### config.mk
export PLATFORM = sky130hd
export DESIGN_NAME = bms_log_cell
export DESIGN_NICKNAME = d
export VERILOG_FILES = /design/src/sv/bms_pkg.sv /design/src/sv/bms_log_cell.sv
export SDC_FILE = /design/constraint.sdc
export NUM_CORES = 2
export LEC_CHECK = 0
export BUFFER_PORTS_ARGS = -buffer_cell sky130_fd_sc_hd__buf_2
export CAP_MARGIN = 15
export CORE_MARGIN = 2
export CORE_UTILIZATION = 50
export CTS_BUF_LIST = sky130_fd_sc_hd__clkbuf_8
export DETAILED_ROUTE_END_ITERATION = 6
export PLACE_DENSITY = 0.76
export SYNTH_ARGS = -nofsm -noshare
export SYNTH_HDL_FRONTEND = slang
export SYNTH_SLANG_ARGS = --single-unit
### constraint.sdc
create_clock -name i_clk -period 7.6 [get_ports i_clk]
set_clock_uncertainty 0.2 [all_clocks]
set_input_delay 0.38 -clock i_clk [delete_from_list [all_inputs] [get_ports i_clk]]
set_output_delay 0.38 -clock i_clk [all_outputs]
set_load 0.1 [all_outputs]
### src/sv/bms_pkg.sv
// ----------------------------------------------------------------------------
// bms_pkg
// Shared constants and small lookup functions for the gaussian sampler.
// ----------------------------------------------------------------------------
package bms_pkg;

    localparam int UNIFORM_BITS_DEF = 32;

    // fixed point constants
    localparam logic [30:0] Q30_ONE      = 31'h4000_0000;
    localparam logic [30:0] HALF_PI_Q30  = 31'd1686629713;
    localparam logic [28:0] TWO_LN2_Q28  = 29'd372130559;

    localparam int LOG_STEPS    = 28;
    localparam int SERIES_TERMS = 5;

    // configuration register indexes
    localparam logic CFG_MEAN = 1'b0;
    localparam logic CFG_STD  = 1'b1;

    // horner divisors, innermost term first
    function automatic int cos_div(input int step);
        int d;
        d = 2;
        case (step)
            0:       d = 90;
            1:       d = 56;
            2:       d = 30;
            3:       d = 12;
            default: d = 2;
        endcase
        return d;
    endfunction

    function automatic int sin_div(input int step);
        int d;
        d = 6;
        case (step)
            0:       d = 110;
            1:       d = 72;
            2:       d = 42;
            3:       d = 20;
            default: d = 6;
        endcase
        return d;
    endfunction

endpackage

### src/sv/bms_log_cell.sv
// ----------------------------------------------------------------------------
// bms_log_cell
// One squaring step of the binary logarithm: squares the mantissa and
// shifts one fraction bit into the running result.
// ----------------------------------------------------------------------------
module bms_log_cell #(
    parameter int SIDE_W = 37
) (
    input  logic              i_clk,
    input  logic              i_rst_n,
    input  logic              i_en,
    input  logic              i_valid,
    input  logic [30:0]       i_m,
    input  logic [27:0]       i_frac,
    input  logic [SIDE_W-1:0] i_side,
    output logic              o_valid,
    output logic [30:0]       o_m,
    output logic [27:0]       o_frac,
    output logic [SIDE_W-1:0] o_side
);
    import bms_pkg::*;

    logic [61:0] w_prod;
    logic [31:0] w_sq;
    logic        w_ovf;
    logic [30:0] n_m;
    logic [27:0] n_frac;

    logic              r_valid;
    logic [30:0]       r_m;
    logic [27:0]       r_frac;
    logic [SIDE_W-1:0] r_side;

    always_comb begin
        w_prod = 62'(i_m) * 62'(i_m);
        w_sq   = w_prod[61:30];
        // mantissa reached 2.0
        w_ovf  = w_sq[31];
        n_m    = w_ovf ? w_sq[31:1] : w_sq[30:0];
        n_frac = {i_frac[26:0], w_ovf};
    end

    always_ff @(posedge i_clk) begin
        if (!i_rst_n) begin
            r_valid <= 1'b0;
        end else if (i_en) begin
            r_valid <= i_valid;
        end
    end

    always_ff @(posedge i_clk) begin
        if (i_en) begin
            r_m    <= n_m;
            r_frac <= n_frac;
            r_side <= i_side;
        end
    end

    assign o_valid = r_valid;
    assign o_m     = r_m;
    assign o_frac  = r_frac;
    assign o_side  = r_side;

endmodule

# Word-level counts from Yosys, hierarchy flattened
# Cells that the tools add are included.
# totals
register_bits	97
latch_bits	0
mem_bits_rw	0
mem_bits_ro	0
input_bits	100
output_inout_bits	97
n_memories	0
# classes
addsub	0
n_mul	1
div	0
order_cmp	0
eq_ne	0
shifts	0
muxes	1
bitwise	0
n_reduce_logical	0
# ops
op	n
$mul A31 B31 Y62	1
$mux W30	1

# Longest topological paths before layout
# depth
ltp_word	2
ltp_mapped	32

# Least setup slack after synthesis
# No wires, ideal clock.
# synth_path
path_kind	input to register
from	in i_m[16]
to	reg r_m[25] (netlist: o_m[25]), data pin
setup_time_ns	0.260
arrival_ns	7.728
required_time_ns	7.140
slack_ns	-0.588
path_stages	26
path_buffers	2
path_cell_list	clkbuf_1 -> clkbuf_1 -> nand2_1 -> fa_1 -> inv_1 -> fa_1 -> inv_1 -> fa_1 -> fa_1 -> inv_1 -> fa_1 -> fa_1 -> fa_1 -> fa_1 -> ha_1 -> a21o_1 -> and3_4 -> a211o_1 -> a221oi_2 -> nand3_2 -> a221oi_2 -> o31ai_1 -> or3_4 -> a31o_1 -> xor2_1 -> mux2_2
# synth_between
elab_chain_len	2
# synth_rtl
item	line_no	source
start: declaration	bms_log_cell.sv:13	input logic [30:0] i_m,
$mul A31 B31 Y62	bms_log_cell.sv:35	w_prod = 62'(i_m) * 62'(i_m);
$mux W30	bms_log_cell.sv:39	n_m = w_ovf ? w_sq[31:1] : w_sq[30:0];
net n_m[25]	bms_log_cell.sv:26	logic [30:0] n_m;
end signal: assignment	bms_log_cell.sv:53	r_m <= n_m;
end: declaration	bms_log_cell.sv:30	logic [30:0] r_m;
# The timed path passes the listed nets, and every way through them passes these cells.
# A chain may end at the register's enable or synchronous reset.

# Final worst setup path
# layout_path
from	in i_m[4]
to	reg r_m[29] (netlist: o_m[29]), data pin
# Same word-level chain as after synthesis.

==> key figures <==
Placement
  • Port buffer count: 195
  • Inst Count DP: 4328
  • Placed Instance Area: 35400 um^2
  • DP HPWL: 66400 um
  • Gpl congestion: 0.931

Routing
  • DR vias: 22400
  • Pre-antenna DRT Iters: 6
  • Initial DRC Count: 1220
  • Final routed DRC violation total: 0
  • WL final: 78100 um
  • Avg Vias per Cell: 5.04
  • WL/cell: 17.6 um
  • Antenna Nets Post-Route: 0

Logic synthesis
  • Synth top area cells: fa_1, inv_1, ha_1
  • Compound-Gate Fraction of Synth Area: 0.0404
  • Synth Area in Adders: 0.609
  • Yosys warns: 0
  • Mapped cell area: 30100 um^2
  • Synth unique cells: 68
  • Yosys top cell area share: 0.497
  • Asr flop ratio synth: 0
  • Mapped Cells: 3017
  • Post-Syn Area per Cell: 9.98 um^2
  • Post-synth EDFFs: 96
  • Main synth FF type: edfxtp_1
  • Syn nets: 4133
  • Simple logic cell fraction of the synthesized area: 0.0979
  • Synth Area in XOR/XNOR: 0.0174
  • Post-synthesis mux area share: 0.0107
  • Seq cells post-synth: 97
  • Largest family of logic cells by synthesized area: adder cells
  • Area leader, netlist: fa_1
  • Seq/Total Area, Yosys: 0.0964

Die
  • Starting Density: 0.508
  • Rows: 89
  • Die width: 249 um
  • IO Count: 197
  • Die Ht: 249 um
  • Core area: 59200 um^2
  • Die area: 62200 um^2

Clock tree
  • Register clock-pin slew on the reported worst setup and hold paths: 0.09 ns
  • Clock sinks: 97
  • Worst-Skew Late Latency: 0.34 ns
  • Largest buffer count on any clock path: 2
  • Num CTS Buffers: 9
  • H-tree Lvls: 3
  • Clock root cell: clkbuf_8
  • CTS tree: built

Global route
  • First-pass GRT wire length: 128000 um
  • Largest net degree at the start of global routing: 77
  • Global-route usage over all layers: 0.260
  • Vias in the first global route: 25800
  • Antenna violations before repair: 1
  • GRT overflow: 0

Worst setup path
  • Worst Reg-to-Reg Cells: 2
  • Worst path required time: 7.48 ns
  • Worst setup path class: input pin to register
  • Critical path arrival: 7.73 ns
  • Element type at the critical path end: register
  • Crit path max fanout: 9
  • Startpoint Class: input pin

Timing
  • Max Clk Rate: 0.127 GHz
  • RSZ-0062 raised after global routing: true
  • Final setup violation count: 31
  • Final hold viol count: 0
  • Final Critical Period: 7.85 ns
  • Part of the cycle the worst path needs: 1.03
  • Max-slew headroom: 0.364
  • Final-report max-slew violation count: 0
  • Slack of the critical path: -0.250 ns
  • Actual slew at the worst max-slew pin: 0.954 ns

Layout
  • Fin cells: 4441
  • Layout cell share with drive strength beyond 1: 0.242
  • N_diodes: 0
  • Final core utilization: 0.632
  • Final Net Count: 4779
  • FILL cells: 4545
  • Area delta synth->final: 24.3%
  • Post-Layout Inst Area: 37400 um^2

Min path
  • Hold Crit Class: input pin to register
  • Worst hold stages: 1

Run status
  • Run status: complete, but fails checks
  • Failing checks: setup timing

Run
  • Maximum capacitance violations: 0
cells by family after synthesis:
kind of cell,after synthesis
XOR/XNOR,58
adder cells (fa/ha/maj),1016
AND/OR/NAND/NOR,611
AO/OA/AOI/OAI,180
multiplexers,30
flip-flops,97
buffers and inverters,1025
cells in the final DEF, fill, tap and decap left out, types with 21 or more instances in the layout:
| cell type | instances |
|---|---|
| a21o_1 | 32 |
| a21oi_1 | 46 |
| and2_1 | 166 |
| and2_4 | 21 |
| buf_2 | 167 |
| buf_4 | 454 |
| buf_6 | 31 |
| dlygate4sd3_1 | 56 |
| edfxtp_1 | 96 |
| fa_1 | 712 |
| fa_2 | 35 |
| ha_1 | 252 |
| inv_1 | 910 |
| nand2_1 | 281 |
| nor2_1 | 47 |
| xnor2_1 | 31 |
| xor2_1 | 25 |
registers in the layout (all words and copies together) (netlist names):
name     flops
o_side      37
o_m         31
o_frac      28
o_valid      1
path summary, 6_finish.rpt:
kind / end / from / slack [ns]
worst max-delay path: o_m[29] / i_m[4] / -0.25
worst min-delay path: o_side[32] / i_side[32] / 0.02
worst max register to register: o_valid / o_valid / 6.75
worst min register to register: o_valid / o_valid / 0.37
synth_stat cells, types with 4 or more instances:
cell type,instances
xnor2_1,31
a21o_1,32
clkbuf_1,99
nor3_1,9
xor2_1,25
edfxtp_1,96
a31o_2,5
o21bai_1,10
ha_1,269
nand2_1,295
fa_1,747
nand4_1,9
and3_1,7
a21oi_1,57
nand3_1,11
mux2i_1,13
a31oi_1,9
mux2_2,5
inv_1,918
or3_1,4
o21ai_1,13
or2_2,4
o21ai_0,13
o211ai_1,5
nor2_1,54
mux2_1,12
and2_1,187
nand2b_1,6
nor2b_1,12
worst max-delay path: stages:
cell      delay [ns]
buf_8           0.12
buf_4           0.14
buf_4           0.15
and2_1          0.23
a31o_2          0.29
fa_1            0.47
inv_1           0.06
fa_2            0.56
fa_1            0.43
fa_1            0.49
inv_1           0.06
fa_2            0.60
fa_1            0.45
fa_2            0.64
ha_4            0.23
a21oi_4         0.12
o211ai_1        0.09
a211o_1         0.31
a221oi_2        0.28
nand3_2         0.15
a221oi_4        0.30
o31ai_2         0.12
or3_4           0.37
a311oi_2        0.27
xor2_1          0.24
mux2i_1         0.13
metrics by stage:
| stage | hold WS (ns) | TNS, ns | setup WS (ns) |
|---|---|---|---|
| after floorplan | 0.279 | -0.846 | -0.236 |
| after global placement | 0.295 | -20.44 | -0.763 |
| after detailed placement | 0.347 | -23.73 | -0.934 |
| after CTS | 0.000362 | -4.24 | -0.204 |
| after global routing | 0.0000807 | -9.27 | -0.396 |
| final | 0.0189 | -4.02 | -0.250 |
cell type report:
class	instances	area [um^2]	share of cell area
multi-input combinational	1895	24200	0.645
timing repair buffer	741	5740	0.153
inverter	919	3460	0.0924
sequential	97	2900	0.0775
tap	773	967	0.0258
clock buffer	9	124	0.00331
clock inverter	7	86.3	0.00231
per-layer routing:
layer	part of all wire	track usage	wire (um)	vias to the layer above
met5	0.00017	0	13	-
met4	0.046	0.0985	3590	2
met3	0.047	0.0301	3700	226
met2	0.54	0.485	42000	667
met1	0.37	0.307	28800	11400
li1	-	-	-	10100
timing repair:
item,4_1_cts,5_1_grt
resized for setup,187,48
hold endpoints to repair,43,13
gates cloned,3,0
buffers inserted,38,5
endpoints found under the setup margin,32,32
pin swaps,108,46
hold buffers,43,13
Power is left out: the tool's default activity adds up to more than one toggle a clock period on the data nets, which glitch-free logic cannot reach.
