**src/sv/bms_pkg.sv**
```systemverilog
// ----------------------------------------------------------------------------
// bms_pkg
// Shared constants and small lookup functions for the gaussian sampler.
// ----------------------------------------------------------------------------
package bms_pkg;

    localparam int UNIFORM_BITS_DEF = 32;

    // fixed point constants
    localparam logic [30:0] Q30_ONE      = 31'h4000_0000;
    localparam logic [30:0] HALF_PI_Q30  = 31'd1686629713;
    localparam logic [28:0] TWO_LN2_Q28  = 29'd372130559;

    localparam int LOG_STEPS    = 28;
    localparam int SERIES_TERMS = 5;

    // configuration register indexes
    localparam logic CFG_MEAN = 1'b0;
    localparam logic CFG_STD  = 1'b1;

    // horner divisors, innermost term first
    function automatic int cos_div(input int step);
        int d;
        d = 2;
        case (step)
            0:       d = 90;
            1:       d = 56;
            2:       d = 30;
            3:       d = 12;
            default: d = 2;
        endcase
        return d;
    endfunction

    function automatic int sin_div(input int step);
        int d;
        d = 6;
        case (step)
            0:       d = 110;
            1:       d = 72;
            2:       d = 42;
            3:       d = 20;
            default: d = 6;
        endcase
        return d;
    endfunction

endpackage

```
**src/sv/bms_horner_cell.sv**
```systemverilog
// ----------------------------------------------------------------------------
// bms_horner_cell
// One term of the cosine or sine series: t = 1 - round(x2 * t / d), with the
// division done by a reciprocal multiply. Two register stages.
// ----------------------------------------------------------------------------
module bms_horner_cell #(
    parameter int STEP   = 0,
    parameter int SIDE_W = 63
) (
    input  logic              i_clk,
    input  logic              i_rst_n,
    input  logic              i_en,
    input  logic              i_valid,
    input  logic              i_use_sin,
    input  logic [29:0]       i_x2,
    input  logic [30:0]       i_t,
    input  logic [SIDE_W-1:0] i_side,
    output logic              o_valid,
    output logic              o_use_sin,
    output logic [29:0]       o_x2,
    output logic [30:0]       o_t,
    output logic [SIDE_W-1:0] o_side
);
    import bms_pkg::*;

    localparam int D_COS = cos_div(STEP);
    localparam int D_SIN = sin_div(STEP);
    localparam int L_COS = $clog2(D_COS);
    localparam int L_SIN = $clog2(D_SIN);
    localparam int S_COS = 31 + L_COS;
    localparam int S_SIN = 31 + L_SIN;
    localparam logic [31:0] M_COS = 32'(((64'd1 << S_COS) + 64'(D_COS) - 64'd1) / 64'(D_COS));
    localparam logic [31:0] M_SIN = 32'(((64'd1 << S_SIN) + 64'(D_SIN) - 64'd1) / 64'(D_SIN));
    localparam logic [30:0] H_COS = 31'(D_COS / 2);
    localparam logic [30:0] H_SIN = 31'(D_SIN / 2);

    logic [60:0] w_mul;
    logic [30:0] w_n;
    logic [62:0] w_prod;
    logic [30:0] w_q;

    // stage a
    logic              r_a_valid;
    logic              r_a_use_sin;
    logic [29:0]       r_a_x2;
    logic [30:0]       r_a_y;
    logic [SIDE_W-1:0] r_a_side;

    // stage b
    logic              r_b_valid;
    logic              r_b_use_sin;
    logic [29:0]       r_b_x2;
    logic [30:0]       r_b_t;
    logic [SIDE_W-1:0] r_b_side;

    always_comb begin
        w_mul  = 61'(i_x2) * 61'(i_t) + 61'(Q30_ONE >> 1);
        w_n    = r_a_y + (r_a_use_sin ? H_SIN : H_COS);
        w_prod = 63'(w_n) * 63'(r_a_use_sin ? M_SIN : M_COS);
        w_q    = r_a_use_sin ? 31'(w_prod >> S_SIN) : 31'(w_prod >> S_COS);
    end

    always_ff @(posedge i_clk) begin
        if (!i_rst_n) begin
            r_a_valid <= 1'b0;
            r_b_valid <= 1'b0;
        end else if (i_en) begin
            r_a_valid <= i_valid;
            r_b_valid <= r_a_valid;
        end
    end

    always_ff @(posedge i_clk) begin
        if (i_en) begin
            r_a_use_sin <= i_use_sin;
            r_a_x2      <= i_x2;
            r_a_y       <= w_mul[60:30];
            r_a_side    <= i_side;
            r_b_use_sin <= r_a_use_sin;
            r_b_x2      <= r_a_x2;
            r_b_t       <= Q30_ONE - w_q;
            r_b_side    <= r_a_side;
        end
    end

    assign o_valid   = r_b_valid;
    assign o_use_sin = r_b_use_sin;
    assign o_x2      = r_b_x2;
    assign o_t       = r_b_t;
    assign o_side    = r_b_side;

endmodule

```
**config.mk**
```make
export PLATFORM = sky130hd
export DESIGN_NAME = bms_horner_cell
export DESIGN_NICKNAME = d
export VERILOG_FILES = /design/src/sv/bms_pkg.sv /design/src/sv/bms_horner_cell.sv
export SDC_FILE = /design/constraint.sdc
export NUM_CORES = 2
export LEC_CHECK = 0
export BUFFER_PORTS_ARGS = -buffer_cell sky130_fd_sc_hd__buf_2
export CORE_MARGIN = 2
export CORE_UTILIZATION = 45
export CTS_CLUSTER_DIAMETER = 30
export CTS_CLUSTER_SIZE = 20
export DETAILED_ROUTE_END_ITERATION = 16
export HOLD_SLACK_MARGIN = 0.08
export PLACE_DENSITY = 0.75
export SLEW_MARGIN = 20
export SYNTH_ARGS = -nofsm -noshare
export SYNTH_HDL_FRONTEND = slang
export SYNTH_SLANG_ARGS = --single-unit
```
**constraint.sdc**
```tcl
create_clock -name i_clk -period 10.91 [get_ports i_clk]
set_input_delay 2.182 -clock i_clk [delete_from_list [all_inputs] [get_ports i_clk]]
set_output_delay 2.182 -clock i_clk [all_outputs]
set_load 0.005 [all_outputs]
```
Word level (Yosys, flattened, before mapping)
Index checks and enable logic that the tools add are counted.

Reduce and logical (&&, ||, !) cells: 0. Add/sub/neg operators: 3. Muxes and demuxes: 2. Order comparisons: 0. Equal/unequal tests: 0. Multipliers: 2. Bitwise logic cells: 0. Shift operators: 0. Div/mod/pow operators: 0.

Operators with widths (count): multiplier 31 x 32 -> 63 bit (1); adder 61 x 30 -> 61 bit, second input constant (1); multiplier 30 x 31 -> 61 bit (1); adder 31 x 6 -> 31 bit (1); subtractor 31 x 25 -> 31 bit, first input constant (1); 2-to-1 mux 30 bit (1); 2-to-1 mux 5 bit (1).

Memories: 0. Output and inout port bits: 126. RAM bits: 0. Word-level logic and storage cells: 17. Bits in latches: 0. Register bits: 252. Memory bits (read-only): 0.

Logic depth before layout (Yosys ltp)
Depth after elaboration: 4. Depth in mapped cells: 43. Depth with buffers taken out: 41.

Worst setup path before layout
No wires, ideal clock.

Path type: flip-flop to flip-flop. Start: register r_a_use_sin. End: register r_b_t[23], in the netlist o_t[23] (data pin). Slack: 0.522 ns. Arrival: 10.130 ns. Data required time: 10.652 ns. Clock period less this slack: 10.388 ns. Path buffers: 2. Cell stages (with the launch flop): 43. Cells stage by stage: edfxtp_1 inv_1 clkbuf_1 clkbuf_1 ha_1 o21a_1 o21ai_0 nand2_1 nand2_1 or3_1 nor2_1 and2_1 xnor2_1 inv_1 nand2_1 inv_1 fa_1 inv_1 [... 7 more ...] fa_1 fa_1 inv_1 fa_1 inv_1 ha_1 nand4_1 or3_1 or3_1 a31oi_1 o31ai_1 a2111oi_0 nor2_1 xnor2_1 or3_1 nor2_1 nand2_1 xnor2_1.

Longest elaborated chain between the ends: 4. Elaborated cells on any way between the ends: 5.

Ends and longest elaborated chain: start, declared (line bms_horner_cell.sv:44) `logic r_a_use_sin;`; start signal, assigned (line bms_horner_cell.sv:75) `r_a_use_sin <= i_use_sin;`; 2-to-1 mux 5 bit (line bms_horner_cell.sv:58) `w_n = r_a_y + (r_a_use_sin ? H_SIN : H_COS);`; adder 31 x 6 -> 31 bit (line bms_horner_cell.sv:58); multiplier 31 x 32 -> 63 bit (*) (line bms_horner_cell.sv:59) `w_prod = 63'(w_n) * 63'(r_a_use_sin ? M_SIN : M_COS);`; subtractor 31 x 25 -> 31 bit (*) (line bms_horner_cell.sv:81) `r_b_t <= Q30_ONE - w_q;`; end signal, assigned (line bms_horner_cell.sv:81); end, declared (line bms_horner_cell.sv:53) `logic [30:0] r_b_t;`.

Mark *: on every way between the ends. The rest lies on a longest branch, timed or not. A chain may end at the register's enable or synchronous reset.

Worst setup path after layout
Start: register r_a_use_sin. End: register r_b_t[24], in the netlist o_t[24] (data pin).

The elaborated chain is that of the path after synthesis.

==> impl_metrics.ini <==
[sta]
slew_headroom_pct = 30.6
hold_ws_ns = 0.413
fmax_ghz = 0.0953
finClkSkew_ns = 0.0251
slew_viol_final = 0
fin_crit_sh_pct = 96.2
setup_violations = 0
worstMarginPinSlew_ns = 1.04
layout_min_cycle_time_ns = 10.49
hold_viol_final = 0

[floorplan]
pin_count = 255
die_w_um = 368
coreArea_um2 = 131000
die_h_um = 368
start_util_pct = 45.3
design.die.area_um2 = 135000
fp-row-count = 133

[critical_path]
cp_common_cell = fa_1
crit_arrival_ns = 10.88
path_class = reg -> reg
start_kind = register
r2r_slack_ns = 0.42
endpoint_kind = register
critPathCapture = o_t[24]
crit_fanout = 8
regToRegStartpoint = r_a_use_sin
crit_start = r_a_use_sin
critical_path.slowest_cell = a2111oi_0
crit_required_ns = 11.30
worstRegToRegCells = 33
rr_endpoint = o_t[24]
critical_path.max_stage_delay_ns = 0.59

[outcome]
status = finished clean

[global_route]
grt_pass1_vias = 46285
grt_max_degree = 167
antenna_found_initial = 5
grt_usage_pct = 25.4
grt_overflow = 0
grt_pass1_wl_um = 262000

[synth]
synth_edf_count = 250
synth_area_leaders = fa_1 (45%), ha_1 (14%), edfxtp_1 (13%)
muxShareOfSynthArea_pct = 0.135
ys.flop_type = edfxtp_1
synth_top_family_by_area = adder cells
syn-cell-area_um2 = 59500
yosys.area.top_type = fa_1
synthDistinctLibCells = 80
synth-seq-cells = 252
synth_compound_area_share_pct = 3.76
synth.avg_cell_area_um2 = 9.95
yosys.area_share.adder_pct = 59.8
postSynthCellCount = 5985
synth_seq_area_share_pct = 12.7
ys_warn_count = 0
synthArstFlopShare_pct = 0
synth_simple_gate_area_share_pct = 10.2
synth_xor_area_share_pct = 1.53
synth_top_area_share_pct = 45.4

[cells_and_area]
finish.utilization_pct = 49.7
n_fill_cell = 11852
stdcell_count = 8034
syn_to_final_growth_pct = 9.69
layout.nets = 8395
drive_gt1_share_pct = 8.35

[detailed_routing]
postRouteAntennaNets = 0
wl_per_cell_um = 21.0
firstDrtPassIters = 9
drt_iter0_drc = 3684
drc = 0
via_per_inst = 5.26
vias = 42275
routed_wl_um = 169000

[cts]
clk_latency_ns = 0.67
clock_path_buffers = 3
cts.sink_count = 252
cts.htree.levels = 2
clkSlewWorstSetupHoldPaths_ns = 0.05
cts_tree = done
holdBufCountCts = 0
cts_buffers = 54
root_buffer = clkbuf_16

[placed_design]
hpwl_um = 141000
io_buffer_count = 254
place.gp.congestion = 1.02
placedCellCount = 7926

[hold_path]
hold_path.class = reg -> reg

[job]
cap_violations = 0
-- worst max-delay path: cells and delay by family (launching register included) --
family / cells / cell delay (ns)
buffers and inverters: 5 / 0.78
flip-flops: 1 / 0.42
XOR/XNOR: 3 / 0.71
AO/OA/AOI/OAI: 8 / 2.18
adder cells (fa/ha/maj): 10 / 4.62
AND/OR/NAND/NOR: 7 / 1.49
-- layout by cell type, fill, tap and decap left out, types with 11 or more instances in the layout --
master | Yosys | final
nand4_1 | 29 | 29
and3_1 | 23 | 23
a31oi_1 | 19 | 18
buf_2 | 2 | 253
a21oi_1 | 96 | 95
fa_1 | 1350 | 1350
xnor2_1 | 66 | 66
xor2_1 | 38 | 35
nand3_1 | 27 | 27
nor3_1 | 21 | 17
inv_1 | 1651 | 1651
nor2b_1 | 12 | 12
and2_1 | 191 | 191
or2_2 | 11 | 11
nor2_1 | 107 | 103
conb_1 | 2 | 37
o21a_1 | 20 | 20
ha_1 | 685 | 684
o21ai_0 | 60 | 60
buf_4 | 1 | 125
o21bai_1 | 13 | 13
o211ai_1 | 13 | 13
edfxtp_1 | 250 | 250
clkbuf_16 | 0 | 54
a21o_1 | 50 | 50
nand2_1 | 898 | 898
-- cell families (layout without fill, tap and decap cells) --
group	after synthesis	in the layout
flip-flops	252	252
multiplexers	8	8
AO/OA/AOI/OAI	343	343
buffers and inverters	1876	2133
other	2	39
AND/OR/NAND/NOR	1365	1365
adder cells (fa/ha/maj)	2035	2035
XOR/XNOR	104	104
-- routing by layer --
metal / track usage [%] / vias to the layer above / part of all wire [%]
li1: - / 18234 / -
met2: 41.7 / 2208 / 47
met5: 0 / - / 0.016
met3: 5.82 / 400 / 10
met1: 33.2 / 21429 / 39
met4: 8.41 / 4 / 3.8
-- through the flow --
stage                     instance area (um2)  TNS (ns)  setup WS, ns
after floorplan                         59700         0         0.522
after global placement                  63200   -0.0286       -0.0259
after detailed placement                63200    -0.139       -0.0846
after CTS                               65200         0         0.175
after global routing                    65300   -0.0689       -0.0415
final                                   65300         0         0.416
-- state kept, by name, indices dropped and copies added (netlist names) --
name / cells
r_a_x2: 30
o_side: 63
r_a_valid: 1
r_a_side: 63
r_a_use_sin: 1
o_valid: 1
o_x2: 30
o_t: 31
r_a_y: 31
o_use_sin: 1
-- timing repair --
item | 4_1_cts | 5_1_grt
buffers inserted | 0 | 4
gates resized for setup | 0 | 18
setup endpoints to repair | 0 | 19
-- layout make-up --
| cell class | count | area (um2) | area share, % |
|---|---|---|---|
| multi-input cells | 3892 | 45100 | 69.1 |
| flip-flops and latches | 252 | 7550 | 11.6 |
| inverters | 1651 | 6200 | 9.49 |
| repair buffers | 380 | 2240 | 3.43 |
| well taps | 1755 | 2200 | 3.36 |
| clock buffers | 55 | 1360 | 2.08 |
| clock inverters | 47 | 616 | 0.943 |
| diodes | 2 | 5.00 | 0.00766 |
-- worst min path at each step --
stage	startpoint	endpoint	slack, ns	depth (start not counted)
floorplan	r_a_side[0]	o_side[0]	0.40	0
global placement	r_a_side[27]	o_side[27]	0.40	0
detailed placement	r_a_side[33]	o_side[33]	0.40	0
CTS	r_a_side[33]	o_side[33]	0.41	0
global route	r_a_side[33]	o_side[33]	0.42	0
finish	r_a_side[33]	o_side[33]	0.41	0
-- cell usage after synthesis (all sizes together) (20+ instances only) --
cell type and n:
nor2 108, clkbuf 220, a21oi 98, nand3 28, a31oi 20, edfxtp 250
fa 1350, nand2 898, and3 23, nand4 29, a21o 50, ha 685
and2 191, xnor2 66, o21ai 67, xor2 38, inv 1651, o21a 20
nor3 22
Power is left out: the tool's default activity adds up to more than one toggle a clock period on the data nets, which glitch-free logic cannot reach.
