--- src/sv/bms_pkg.sv ---
// ----------------------------------------------------------------------------
// bms_pkg
// Shared constants and small lookup functions for the gaussian sampler.
// ----------------------------------------------------------------------------
package bms_pkg;

    localparam int UNIFORM_BITS_DEF = 32;

    // fixed point constants
    localparam logic [30:0] Q30_ONE      = 31'h4000_0000;
    localparam logic [30:0] HALF_PI_Q30  = 31'd1686629713;
    localparam logic [28:0] TWO_LN2_Q28  = 29'd372130559;

    localparam int LOG_STEPS    = 28;
    localparam int SERIES_TERMS = 5;

    // configuration register indexes
    localparam logic CFG_MEAN = 1'b0;
    localparam logic CFG_STD  = 1'b1;

    // horner divisors, innermost term first
    function automatic int cos_div(input int step);
        int d;
        d = 2;
        case (step)
            0:       d = 90;
            1:       d = 56;
            2:       d = 30;
            3:       d = 12;
            default: d = 2;
        endcase
        return d;
    endfunction

    function automatic int sin_div(input int step);
        int d;
        d = 6;
        case (step)
            0:       d = 110;
            1:       d = 72;
            2:       d = 42;
            3:       d = 20;
            default: d = 6;
        endcase
        return d;
    endfunction

endpackage

--- src/sv/bms_sqrt_cell.sv ---
// ----------------------------------------------------------------------------
// bms_sqrt_cell
// One digit of a restoring integer square root: takes the next two radicand
// bits and decides one root bit.
// ----------------------------------------------------------------------------
module bms_sqrt_cell #(
    parameter int SW     = 32,
    parameter int VW     = 64,
    parameter int SIDE_W = 32
) (
    input  logic              i_clk,
    input  logic              i_rst_n,
    input  logic              i_en,
    input  logic              i_valid,
    input  logic [VW-1:0]     i_v,
    input  logic [SW+1:0]     i_rem,
    input  logic [SW-1:0]     i_root,
    input  logic [SIDE_W-1:0] i_side,
    output logic              o_valid,
    output logic [VW-1:0]     o_v,
    output logic [SW+1:0]     o_rem,
    output logic [SW-1:0]     o_root,
    output logic [SIDE_W-1:0] o_side
);
    import bms_pkg::*;

    logic [SW+3:0] w_cur;
    logic [SW+3:0] w_trial;
    logic [SW+3:0] w_diff;
    logic          w_ge;

    logic              r_valid;
    logic [VW-1:0]     r_v;
    logic [SW+1:0]     r_rem;
    logic [SW-1:0]     r_root;
    logic [SIDE_W-1:0] r_side;

    always_comb begin
        w_cur   = {i_rem, i_v[VW-1:VW-2]};
        w_trial = {2'b00, i_root, 2'b01};
        w_ge    = (w_cur >= w_trial);
        w_diff  = w_ge ? (w_cur - w_trial) : w_cur;
    end

    always_ff @(posedge i_clk) begin
        if (!i_rst_n) begin
            r_valid <= 1'b0;
        end else if (i_en) begin
            r_valid <= i_valid;
        end
    end

    always_ff @(posedge i_clk) begin
        if (i_en) begin
            r_v    <= i_v << 2;
            r_rem  <= w_diff[SW+1:0];
            r_root <= {i_root[SW-2:0], w_ge};
            r_side <= i_side;
        end
    end

    assign o_valid = r_valid;
    assign o_v     = r_v;
    assign o_rem   = r_rem;
    assign o_root  = r_root;
    assign o_side  = r_side;

endmodule

--- config.mk ---
export PLATFORM = sky130hd
export DESIGN_NAME = bms_sqrt_cell
export DESIGN_NICKNAME = d
export VERILOG_FILES = /design/src/sv/bms_pkg.sv /design/src/sv/bms_sqrt_cell.sv
export SDC_FILE = /design/constraint.sdc
export NUM_CORES = 1
export LEC_CHECK = 0
export ABC_AREA = 1
export BUFFER_PORTS_ARGS = -buffer_cell sky130_fd_sc_hd__buf_4
export CAP_MARGIN = 20
export CORE_ASPECT_RATIO = 1.5
export CORE_UTILIZATION = 33
export DETAILED_ROUTE_END_ITERATION = 6
export PLACE_DENSITY = 0.62
export SLEW_MARGIN = 10
export SYNTH_ARGS = -nofsm -noshare
export SYNTH_HDL_FRONTEND = slang
export SYNTH_SLANG_ARGS = --single-unit
--- constraint.sdc ---
create_clock -name i_clk -period 2.5 [get_ports i_clk]
set_clock_uncertainty 0.1 [all_clocks]
set_input_delay 0.625 -clock i_clk [delete_from_list [all_inputs] [get_ports i_clk]]
set_output_delay 0.625 -clock i_clk [all_outputs]
set_load 0.03 [all_outputs]
# Word-level counts from Yosys, hierarchy flattened
# Index checks and enable logic that the tools add are counted.
# W data, S select, Z words.
[classes]
addsub = 1
magnitude_cmp = 1
n_mux = 1
[op_table]
columns = ["op", "count"]
rows = [
  ["$ge A36 B34 Y1", 1],
  ["$mux W34", 1],
  ["$sub A34 B34 Y34", 1],
]
[totals]
regBits = 161
in_bits = 166
out_inout_bits = 163

# Depth between registers and ports, before layout
# Gate-level depths: netlist of the first run.
[logic_depth]
word_depth = 2
depth_mapped = 16
depth_no_buf = 15

# Least setup slack after synthesis of the first run
# Ideal clock, no wire load.
[synth_path]
path_kind = "input to register"
from = "in i_root[24]"
to = "reg r_rem[25] (netlist: o_rem[25]) (data pin)"
t_arrival_ps = 1994
required_ps = 2147
slack_ps = 152
cell_stages = 14
path_cell_list = "inv_1 > ha_1 > nand2_2 > nor2_2 > nand2_1 > nor2_2 > nand2_1 > a21oi_2 > nor2_2 > nand2_8 > inv_4 > buf_6 > nand2_1 > nand2_1"
[synth_between]
elab_chain_len = 2
[synth_lines]
columns = ["element", "line", "rtl"]
rows = [
  ["from (decl)", "bms_sqrt_cell.sv:17", "input logic [SW-1:0] i_root,"],
  ["$ge A36 B34 Y1", "bms_sqrt_cell.sv:41", "w_ge = (w_cur >= w_trial);"],
  ["$mux W34", "bms_sqrt_cell.sv:42", "w_diff = w_ge ? (w_cur - w_trial) : w_cur;"],
  ["named net w_diff[25]", "bms_sqrt_cell.sv:29", "logic [SW+3:0] w_diff;"],
  ["to (signal assigned)", "bms_sqrt_cell.sv:56", "r_rem <= w_diff[SW+1:0];"],
  ["to (decl)", "bms_sqrt_cell.sv:34", "logic [SW+1:0] r_rem;"],
]
# The timed path passes the listed nets, and every way through them passes these cells.
# A chain may end at the register's enable or synchronous reset.

# Final worst setup path of the first run
[layout_path]
from = "in i_rem[25]"
to = "reg r_rem[32] (netlist: o_rem[32]) (data pin)"
[layout_between]
elab_chain_len = 2
elab_cells_between_ends = 3
[layout_lines]
columns = ["element", "line", "rtl"]
rows = [
  ["from (decl)", "bms_sqrt_cell.sv:16", "input logic [SW+1:0] i_rem,"],
  ["$sub A34 B34 Y34 / $ge A36 B34 Y1 (equally long branches)", "bms_sqrt_cell.sv:42, bms_sqrt_cell.sv:41", ""],
  ["$mux W34 (*)", "bms_sqrt_cell.sv:42", ""],
  ["named net w_diff[32]", "bms_sqrt_cell.sv:29", ""],
]
# Mark *: on every way through the listed nets, which the timed path passes. The rest lies on a longest branch.

==> results of run 1 <==
==> cells in the mapped netlist <==
cell      instances
a21oi_1          25
o21ai_0          13
nor2_1           53
inv_1           140
nand3b_1          4
edfxtp_1        160
nand3_2           2
nor4_1            1
nand4_1           6
and2_1            2
ha_1             34
o21bai_1          4
nand2_1         283
nor3_1            3
nand3_1          38
conb_1            1
xor2_1           15
nand2_8           1
dfxtp_1           1
a21oi_2           2
nand2_2           5
buf_6             3
inv_4             1
nor2_2            6
xnor2_1           3
buf_4             5
==> layout make-up <==
class,instances,area [um2],share of cell area [%]
multi-input combinational,502,2490,20.5
tap,319,399,3.28
sequential,161,4820,39.6
clock buffer,17,425,3.49
clock inverter,15,173,1.42
inverter,141,532,4.36
timing repair buffer,434,3340,27.4
==> power breakdown <==
group | total (mW) | switching [mW] | leakage, nW | internal, mW
sequential | 3.35 | 0.0769 | 1.57 | 3.27
combinational | 2.18 | 1.28 | 4.18 | 0.901
clock | 2.65 | 1.15 | 0.298 | 1.50
==> kinds of logic (layout without fill, tap and decap cells) <==
group                      Yosys count  in the layout  share of synthesized area, %
and+or+nand+nor                    404            404                          21.0
DFF                                161            161                          61.0
buffers and inverters              149            607                          7.62
AOI/OAI and AO/OA                   44             44                          3.00
adders and majority gates           34             34                          5.38
xor gates and xnor gates            18             18                          1.99
other                                1              2                        0.0474
==> state kept, by name (all words and copies together), names as in the netlist <==
signal and flops:
o_rem 34, o_side 32, o_v 62, o_root 32, o_valid 1
==> worst max-delay path: cells and delay by family <==
| kind | cells | cell delay [ps] |
|---|---|---|
| buffers and inverters | 2 | 310 |
| and+or+nand+nor | 7 | 760 |
| adders and majority gates | 1 | 320 |
| AOI/OAI and AO/OA | 2 | 370 |
==> per-layer routing <==
| metal | vias to the layer above | wire length, um | GRT usage [%] |
|---|---|---|---|
| met3 | 29 | 2040 | 6.46 |
| met1 | 3101 | 8370 | 17.7 |
| met5 | - | 0 | 0 |
| met2 | 253 | 14400 | 42.0 |
| met4 | 0 | 595 | 8.19 |
| li1 | 3507 | - | - |
==> cell usage in the layout, fill, tap and decap left out, types with 3 or more instances in the layout <==
cell type / instances
clkinv_2: 3
nand3_1: 38
nor2_1: 52
nand4_1: 6
buf_12: 6
inv_6: 6
nor3_1: 3
nor2_2: 7
inv_1: 140
o21bai_1: 4
a21oi_1: 25
o21ai_0: 13
xor2_1: 15
edfxtp_1: 160
ha_1: 34
clkbuf_16: 17
nand2_2: 5
xnor2_1: 3
nand3b_1: 4
nand2_1: 283
buf_4: 427
==> repair_timing <==
item,CTS,global route
setup buffers,0,0
hold endpoints to repair,0,0
gates resized for setup,0,1
setup endpoints to repair,0,3
==> worst max path at each step <==
stage | start | end | slack, ps | depth (start not counted)
floorplan | i_root[24] | o_rem[25] | 150 | 14
global placement | i_root[13] | o_rem[1] | -300 | 13
detailed placement | i_root[13] | o_rem[1] | -320 | 13
CTS | i_root[13] | o_rem[1] | 130 | 13
global route | i_rem[25] | o_rem[29] | 50 | 12
finish | i_rem[25] | o_rem[32] | 190 | 12
==> metrics by stage <==
stage	power [mW]	util, %	TNS (ps)	cells	hold WS, ps
2_1_floorplan	4.50	-	0	812	555
3_3_place_gp	5.59	49.0	-8990	1557	430
3_5_place_dp	5.61	49.0	-9610	1557	439
4_1_cts	8.28	51.5	0	1589	248
5_1_grt	8.54	51.5	0	1589	247
6_report	8.18	51.5	0	1589	265
==> qor.yml, run 1 <==
critical_path:
  reg2reg_depth: 2
  end_kind: "flop"
  crit_slowest_cell: "ha_1"
  slowest_delay_ps: 320
  r2r_start: "o_valid"
  r2r_end: "o_valid"
  rrSetupSlack_ps: 1760
  arrival_ps: 2390
  crit_path_frequent_cell: "nand2_1"
  crit_chain: "buf_4 -> ha_1 -> a21oi_1 -> and2_1 -> nand2_1 -> a21oi_2 -> nand2_1 -> nand2_2 -> nand2_8 -> buf_4 -> nand3_1 -> nand2_1"
  startpoint_type: "input pin"
  critPathKind: "in2reg"
  required_ps: 2580
  cp_max_fo: 17
grt:
  grt_usage_pct: 20.5
  grt_max_degree: 37
  antenna_found_initial: 0
  grt_pass1_wl_mm: 36.4
  grt_pass1_vias: 6916
  gr-total-overflow: 0
logic_synthesis:
  synthesis.area_um2: 7910
  synth_cell_type_count: 26
  yosysWarnings: 0
  yosys-top-cells-area: "edfxtp_1 (61%), nand2_1 (13%), inv_1 (6.6%), ha_1 (5.4%), nor2_1 (2.5%)"
  synth_area_leader_cell: "edfxtp_1"
  syn_inst: 811
  avgSynthCellArea_um2: 9.76
  yosysTopAreaCellShare_pct: 60.7
  synth_seq_area_share_pct: 61.0
  ys_seq_elements: 161
clock_tree:
  clock-sinks: 161
  numCtsBuffers: 17
  cts.path.max_buffers: 2
  cts.clk_slew.worst_paths_ps: 70
  cts_root_buffer: "clkbuf_16"
  htree_levels: 4
  clock_latency_ps: 430
  cts_hold_buf: 0
  cts_tree: "built"
drt:
  via_count: 6890
  totalWireLength_mm: 25.5
  ant_nets: 0
  dr.first_iter.drc_count: 273
  drt-pass1-iter-count: 5
  wl_per_cell_um: 16.0
  vias_per_cell: 4.34
  drc: 0
hold_path:
  hold_path_class: "in2reg"
  hold_start: "i_v[35]"
  hold_depth: 1
  min_to: "o_v[37]"
floorplanning:
  pin_count: 329
  coreArea_um2: 23700
  initial_core_util_pct: 33.5
  die_h_um: 192
  dieArea_um2: 24600
  rows: 69
  die_w_um: 128
timing:
  fin_crit_ps: 2310
  fmax_mhz: 433
  fin_crit_sh_pct: 92.4
  setup_viol: 0
  finalMaxSlewViolations: 0
  hold_viol_final: 0
  fin_ws_ps: 191
  rsz0062_at_grt: "no"
finish:
  design_area_um2: 12200
  drive_above_1_share_pct: 38.1
  antennaDiodeCount: 0
  layout.nets: 1457
  fill_cells: 2269
  syn_to_final_growth_pct: 53.9
run_status:
  outcome: "finished clean"
pwr:
  power_leakage_nw: 6.05
  vdd_drop_max_mv: 0.446
  p_per_area_nw_per_um2: 671
placed_design:
  gp_congestion: 0.909
  postPlaceCellArea_um2: 11600
  dpl.hpwl_mm: 21.1
  pre_cts_ws_ps: -321
  portBuffers: 326
job:
  drv_cap: 0
(Power assumes the default switching activity.)
==> run 2, diff against run 1 <==
--- a/config.mk
+++ b/config.mk
@@ -9,9 +9,10 @@
 export BUFFER_PORTS_ARGS = -buffer_cell sky130_fd_sc_hd__buf_4
 export CAP_MARGIN = 20
 export CORE_ASPECT_RATIO = 1.5
-export CORE_UTILIZATION = 33
+export CORE_UTILIZATION = 25
 export DETAILED_ROUTE_END_ITERATION = 6
-export PLACE_DENSITY = 0.62
+export GPL_ROUTABILITY_DRIVEN = 0
+export PLACE_DENSITY = 0.5
 export SLEW_MARGIN = 10
 export SYNTH_ARGS = -nofsm -noshare
 export SYNTH_HDL_FRONTEND = slang
==> run 2 against run 1 <==
Hold slack lost 7.3 ps. Largest power group unchanged. Largest cell class unchanged. Sequential power about the same. Maximum frequency shrank 0.12%. Worst setup slack got worse by 2.8 ps. Global-route usage down 4.1 points.
==> qor.yml, run 2 (synthesized netlist as in run 1, its figures left out) <==
drt:
  dr.first_iter.drc_count: 304  # was 273
  ant_nets: 0  # unchanged
  totalWireLength_mm: 26.8  # was 25.5 mm
  drc: 0  # unchanged
  via_count: 6849  # was 6,890
  vias_per_cell: 4.14  # was 4.34
  drt-pass1-iter-count: 4  # was 5
  wl_per_cell_um: 16.2  # was 16.0 um
critical_path:
  arrival_ps: 2410  # was 2390 ps
  startpoint_type: "input pin"  # unchanged
  crit_slowest_cell: "ha_1"  # unchanged
  crit_path_frequent_cell: "nand2_1"  # unchanged
  crit_chain: "buf_4 -> ha_1 -> a21oi_1 -> and2_1 -> nand2_1 -> a21oi_2 -> nand2_1 -> nand2_2 -> nand2_8 -> buf_4 -> nand3_1 -> nand2_1"  # unchanged
  end_kind: "flop"  # unchanged
  required_ps: 2590  # was 2580 ps
  reg2reg_depth: 2  # unchanged
  crit_buf_inv: 2  # unchanged
  cp_max_fo: 14  # was 17
  critical_path.top_delay_family: "simple AND/OR/NAND/NOR gates"  # unchanged
  rrSetupSlack_ps: 1770  # was 1760 ps
  slowest_delay_ps: 350  # was 320 ps
  path_depth: 12  # unchanged
  critPathKind: "in2reg"  # unchanged
timing:
  fmax_mhz: 433  # about the same
  fin_crit_ps: 2310  # about the same
  fin_ws_ps: 188  # was 191 ps
  hold_viol_final: 0  # unchanged
  finalMaxSlewViolations: 0  # unchanged
  setup_viol: 0  # unchanged
  setup-tns-final_ps: 0  # unchanged
  rsz0062_at_grt: "no"  # unchanged
  fin_crit_sh_pct: 92.5  # was 92.4%
hold_path:
  hold_path_class: "in2reg"  # unchanged
  hold_depth: 1  # unchanged
clock_tree:
  htree_levels: 4  # unchanged
  clock_latency_ps: 430  # about the same
  cts_root_buffer: "clkbuf_16"  # unchanged
  numCtsBuffers: 17  # unchanged
  cts_tree: "built"  # unchanged
  postCtsSetupBuffers: 0  # unchanged
  cts.clk_slew.worst_paths_ps: 70  # about the same
  cts.path.max_buffers: 2  # unchanged
  clock-sinks: 161  # unchanged
floorplanning:
  die_w_um: 147  # was 128 um
  pin_count: 329  # unchanged
  dieArea_um2: 32400  # was 24,600 um2
  coreArea_um2: 31000  # was 23,700 um2
  rows: 79  # was 69
  initial_core_util_pct: 25.5  # was 33.5%
  die_h_um: 220  # was 192 um
grt:
  grt_max_degree: 47  # was 37
  grt_pass1_vias: 6922  # was 6,916
  grt_usage_pct: 16.4  # was 20.5%
  antenna_found_initial: 0  # unchanged
  grt_pass1_wl_mm: 38.5  # was 36.4 mm
  gr-total-overflow: 0  # unchanged
pwr:
  vdd_drop_max_mv: 0.430  # was 0.446 mV
  power_leakage_nw: 5.95  # was 6.05 nW
  p_per_area_nw_per_um2: 672  # was 671 nW/um2
  total_power_mw: 8.15  # was 8.18 mW
placed_design:
  portBuffers: 326  # unchanged
  pre_cts_ws_ps: -303  # was -321 ps
  dpl.hpwl_mm: 22.1  # was 21.1 mm
  postPlaceCellArea_um2: 11500  # was 11,600 um2
finish:
  antennaDiodeCount: 0  # unchanged
  syn_to_final_growth_pct: 53.3  # was 53.9%
  final_cell_mix: "buf_4 (410), nand2_1 (283), edfxtp_1 (160), inv_1 (140), nor2_1 (53)"  # was buf_4 (427), nand2_1 (283), edfxtp_1 (160), inv_1 (140), nor2_1 (52)
  layout.nets: 1438  # was 1,457
  layout_commonest_cell: "buf_4"  # unchanged
  fill_cells: 3206  # was 2,269
  design_area_um2: 12100  # was 12,200 um2
  largest_register_ffs: 62  # unchanged
  drive_above_1_share_pct: 37.1  # was 38.1%
job:
  drv_cap: 0  # unchanged
run_status:
  outcome: "finished clean"  # unchanged
run 2: cell type report:
| type | instances | area (um2) | area share [%] |
|---|---|---|---|
| inverter | 141 | 534 | 4.40 |
| clock buffer | 18 | 429 | 3.54 |
| clock inverter | 14 | 171 | 1.41 |
| multi-input combinational | 502 | 2490 | 20.6 |
| sequential | 161 | 4820 | 39.8 |
| timing repair buffer | 415 | 3170 | 26.1 |
| tap | 405 | 507 | 4.18 |
run 2: repair_timing:
item / CTS / global route
resized for setup: 0 / 2
hold buffers: 0 / 0
endpoints found under the hold margin: 0 / 0
setup endpoints to repair: 0 / 31
run 2: worst register-to-register path: cells and delay by family, from the launching register on:
kind | cells | cell delay (ps)
AO/OA/AOI/OAI | 2 | 210
flip-flops | 1 | 310
run 2: report_power, final:
group	leakage (nW)	internal (mW)	switching [mW]
Sequential	1.57	3.27	0.0764
Combinational	4.08	0.863	1.27
Clock	0.295	1.50	1.16
Total	5.95	5.64	2.51
run 2: through the flow:
step	util [%]	hold slack, ps	cells
final	39.1	258	1656
after global routing	39.1	230	1656
after CTS	39.1	220	1656
after detailed placement	37.1	434	1624
after global placement	37.1	435	1624
after floorplan	-	555	812
run 2: final timing paths:
check	startpoint	to
setup / recovery	i_rem[25]	o_rem[28]
hold reg to reg	o_valid	o_valid
setup reg to reg	o_valid	o_valid
hold / removal	i_v[59]	o_v[61]
run 2: per-layer routing:
layer / GRT usage [%] / share of wire [%] / routed length [um]
met5: 0 / 0 / 0
met1: 14.3 / 32 / 8590
met3: 5.76 / 8.6 / 2300
met4: 6.08 / 2.0 / 543
met2: 33.4 / 57 / 15300
==> run 3, diff against run 2 <==
--- a/config.mk
+++ b/config.mk
@@ -13,6 +13,7 @@
 export DETAILED_ROUTE_END_ITERATION = 6
 export GPL_ROUTABILITY_DRIVEN = 0
 export PLACE_DENSITY = 0.5
+export RECOVER_POWER = 100
 export SLEW_MARGIN = 10
 export SYNTH_ARGS = -nofsm -noshare
 export SYNTH_HDL_FRONTEND = slang
==> run 3 against run 2 <==
Hold slack improved by 13 ps. Core utilization fell by 2.2 points. Total power is 2.9% lower. Combinational power fell by 11%. Largest cell class unchanged. Global-route usage is the same. Maximum frequency is 0.50% higher. Final area shrank 5.6%.
==> qor.yml, run 3 (synthesized netlist as in run 1, its figures left out) <==
finish:
  antennaDiodeCount: 0  # unchanged
  drive_above_1_share_pct: 23.7  # was 37.1%
  layout.nets: 1438  # unchanged
  final_cell_mix: "nand2_1 (283), clkbuf_1 (169), edfxtp_1 (160), inv_1 (140), buf_4 (130)"  # was buf_4 (410), nand2_1 (283), edfxtp_1 (160), inv_1 (140), nor2_1 (53)
  layout_commonest_cell: "nand2_1"  # was buf_4
  fin_cells: 1656  # unchanged
  syn_to_final_growth_pct: 44.6  # was 53.3%
  largest_register_ffs: 62  # unchanged
grt:
  grt_pass1_vias: 6922  # unchanged
  grt_pass1_wl_mm: 38.5  # unchanged
  grt_max_degree: 47  # unchanged
  grt_usage_pct: 16.4  # unchanged
  gr-total-overflow: 0  # unchanged
  antenna_found_initial: 0  # unchanged
timing:
  fmax_mhz: 435  # was 433 MHz
  hold_viol_final: 0  # unchanged
  fin_ws_ps: 199  # was 188 ps
  slew_headroom_pct: 27.8
  worst_pin_slew_ps: 1080
  holdWs_ps: 272  # was 258 ps
  fin_crit_sh_pct: 92.0  # was 92.5%
  setup_viol: 0  # unchanged
  fin_crit_ps: 2300  # was 2310 ps
  rsz0062_at_grt: "no"  # unchanged
  finalMaxSlewViolations: 0  # unchanged
floorplanning:
  pin_count: 329  # unchanged
  rows: 79  # unchanged
  die_w_um: 147  # unchanged
  initial_core_util_pct: 25.5  # unchanged
  dieArea_um2: 32400  # unchanged
  die_h_um: 220  # unchanged
  coreArea_um2: 31000  # unchanged
clock_tree:
  cts_tree: "built"  # unchanged
  cts.clk_slew.worst_paths_ps: 70  # about the same
  cts_root_buffer: "clkbuf_16"  # unchanged
  postCtsSetupBuffers: 0  # unchanged
  htree_levels: 4  # unchanged
  cts.path.max_buffers: 2  # unchanged
  cts.repair.resized: 0  # unchanged
  numCtsBuffers: 17  # unchanged
  clock-sinks: 161  # unchanged
  clock_latency_ps: 430  # about the same
  cts_hold_buf: 0  # unchanged
drt:
  drt-pass1-iter-count: 4  # unchanged
  via_count: 6869  # was 6,849
  drc: 0  # unchanged
  vias_per_cell: 4.15  # was 4.14
  wl_per_cell_um: 16.1  # was 16.2 um
  dr.first_iter.drc_count: 297  # was 304
  ant_nets: 0  # unchanged
  totalWireLength_mm: 26.7  # was 26.8 mm
placed_design:
  pre_cts_ws_ps: -303  # unchanged
  portBuffers: 326  # unchanged
  dpl.hpwl_mm: 22.1  # unchanged
  dp.cells: 1624  # unchanged
critical_path:
  crit_chain: "clkbuf_4 -> ha_1 -> a21oi_1 -> and2_1 -> nand2_1 -> a21oi_2 -> nand2_1 -> nand2_2 -> nand2_8 -> buf_4 -> nand3_1 -> nand2_1"  # was buf_4 -> ha_1 -> a21oi_1 -> and2_1 -> nand2_1 -> a21oi_2 -> nand2_1 -> nand2_2 -> nand2_8 -> buf_4 -> nand3_1 -> nand2_1
  crit_buf_inv: 2  # unchanged
  critical_path.top_delay_family: "simple AND/OR/NAND/NOR gates"  # unchanged
  end_kind: "flop"  # unchanged
  crit_path_frequent_cell: "nand2_1"  # unchanged
  startpoint_type: "input pin"  # unchanged
  crit_slowest_cell: "ha_1"  # unchanged
  required_ps: 2590  # about the same
  critPathKind: "in2reg"  # unchanged
  rrSetupSlack_ps: 1750  # was 1770 ps
  cp_max_fo: 14  # unchanged
  arrival_ps: 2390  # was 2410 ps
  slowest_delay_ps: 360  # was 350 ps
run_status:
  outcome: "finished clean"  # unchanged
pwr:
  vdd_drop_max_mv: 0.424  # was 0.430 mV
  p_per_area_nw_per_um2: 691  # was 672 nW/um2
  power_leakage_nw: 5.29  # was 5.95 nW
hold_path:
  hold_path_class: "in2reg"  # unchanged
job:
  drv_cap: 0  # unchanged
## run 3: per-stage QoR
stage          cell area (um2)  utilization (%)  TNS, ps  power (mW)
2_1_floorplan             7920                -        0        4.50
3_3_place_gp             11500             37.1    -8580        5.57
3_5_place_dp             11500             37.1    -9040        5.58
4_1_cts                  12100             39.1        0        8.31
5_1_grt                  11400             36.9        0        8.32
6_report                 11400             36.9        0        7.91
## run 3: per-layer routing
metal / vias up / wire (um) / GRT usage [%]
li1: 3455 / - / -
met4: 0 / 547 / 6.08
met5: - / 0 / 0
met1: 3141 / 8820 / 14.3
met2: 246 / 15200 / 33.4
met3: 27 / 2180 / 5.76
## run 3: final cells by class
class / instances / area (um2)
Sequential cell: 161 / 4820
Multi-Input combinational cell: 502 / 2490
Inverter: 141 / 534
Tap cell: 405 / 507
Fill cell: 3390 / 19600
Clock buffer: 18 / 429
Timing Repair Buffer: 415 / 2490
Clock inverter: 14 / 171
## run 3: report_power, final
group | internal, mW | total (mW) | switching (mW) | leakage (nW)
clock | 1.50 | 2.66 | 1.16 | 0.295
combinational | 0.633 | 1.90 | 1.27 | 3.43
sequential | 3.28 | 3.35 | 0.0708 | 1.57
## run 3: path summary, 6_finish.rpt
path | from | to | cells past startpoint
min | i_root[23] | o_root[24] | 1
min reg2reg | o_valid | o_valid | 2
max reg2reg | o_valid | o_valid | 2
max | i_rem[25] | o_rem[28] | 12
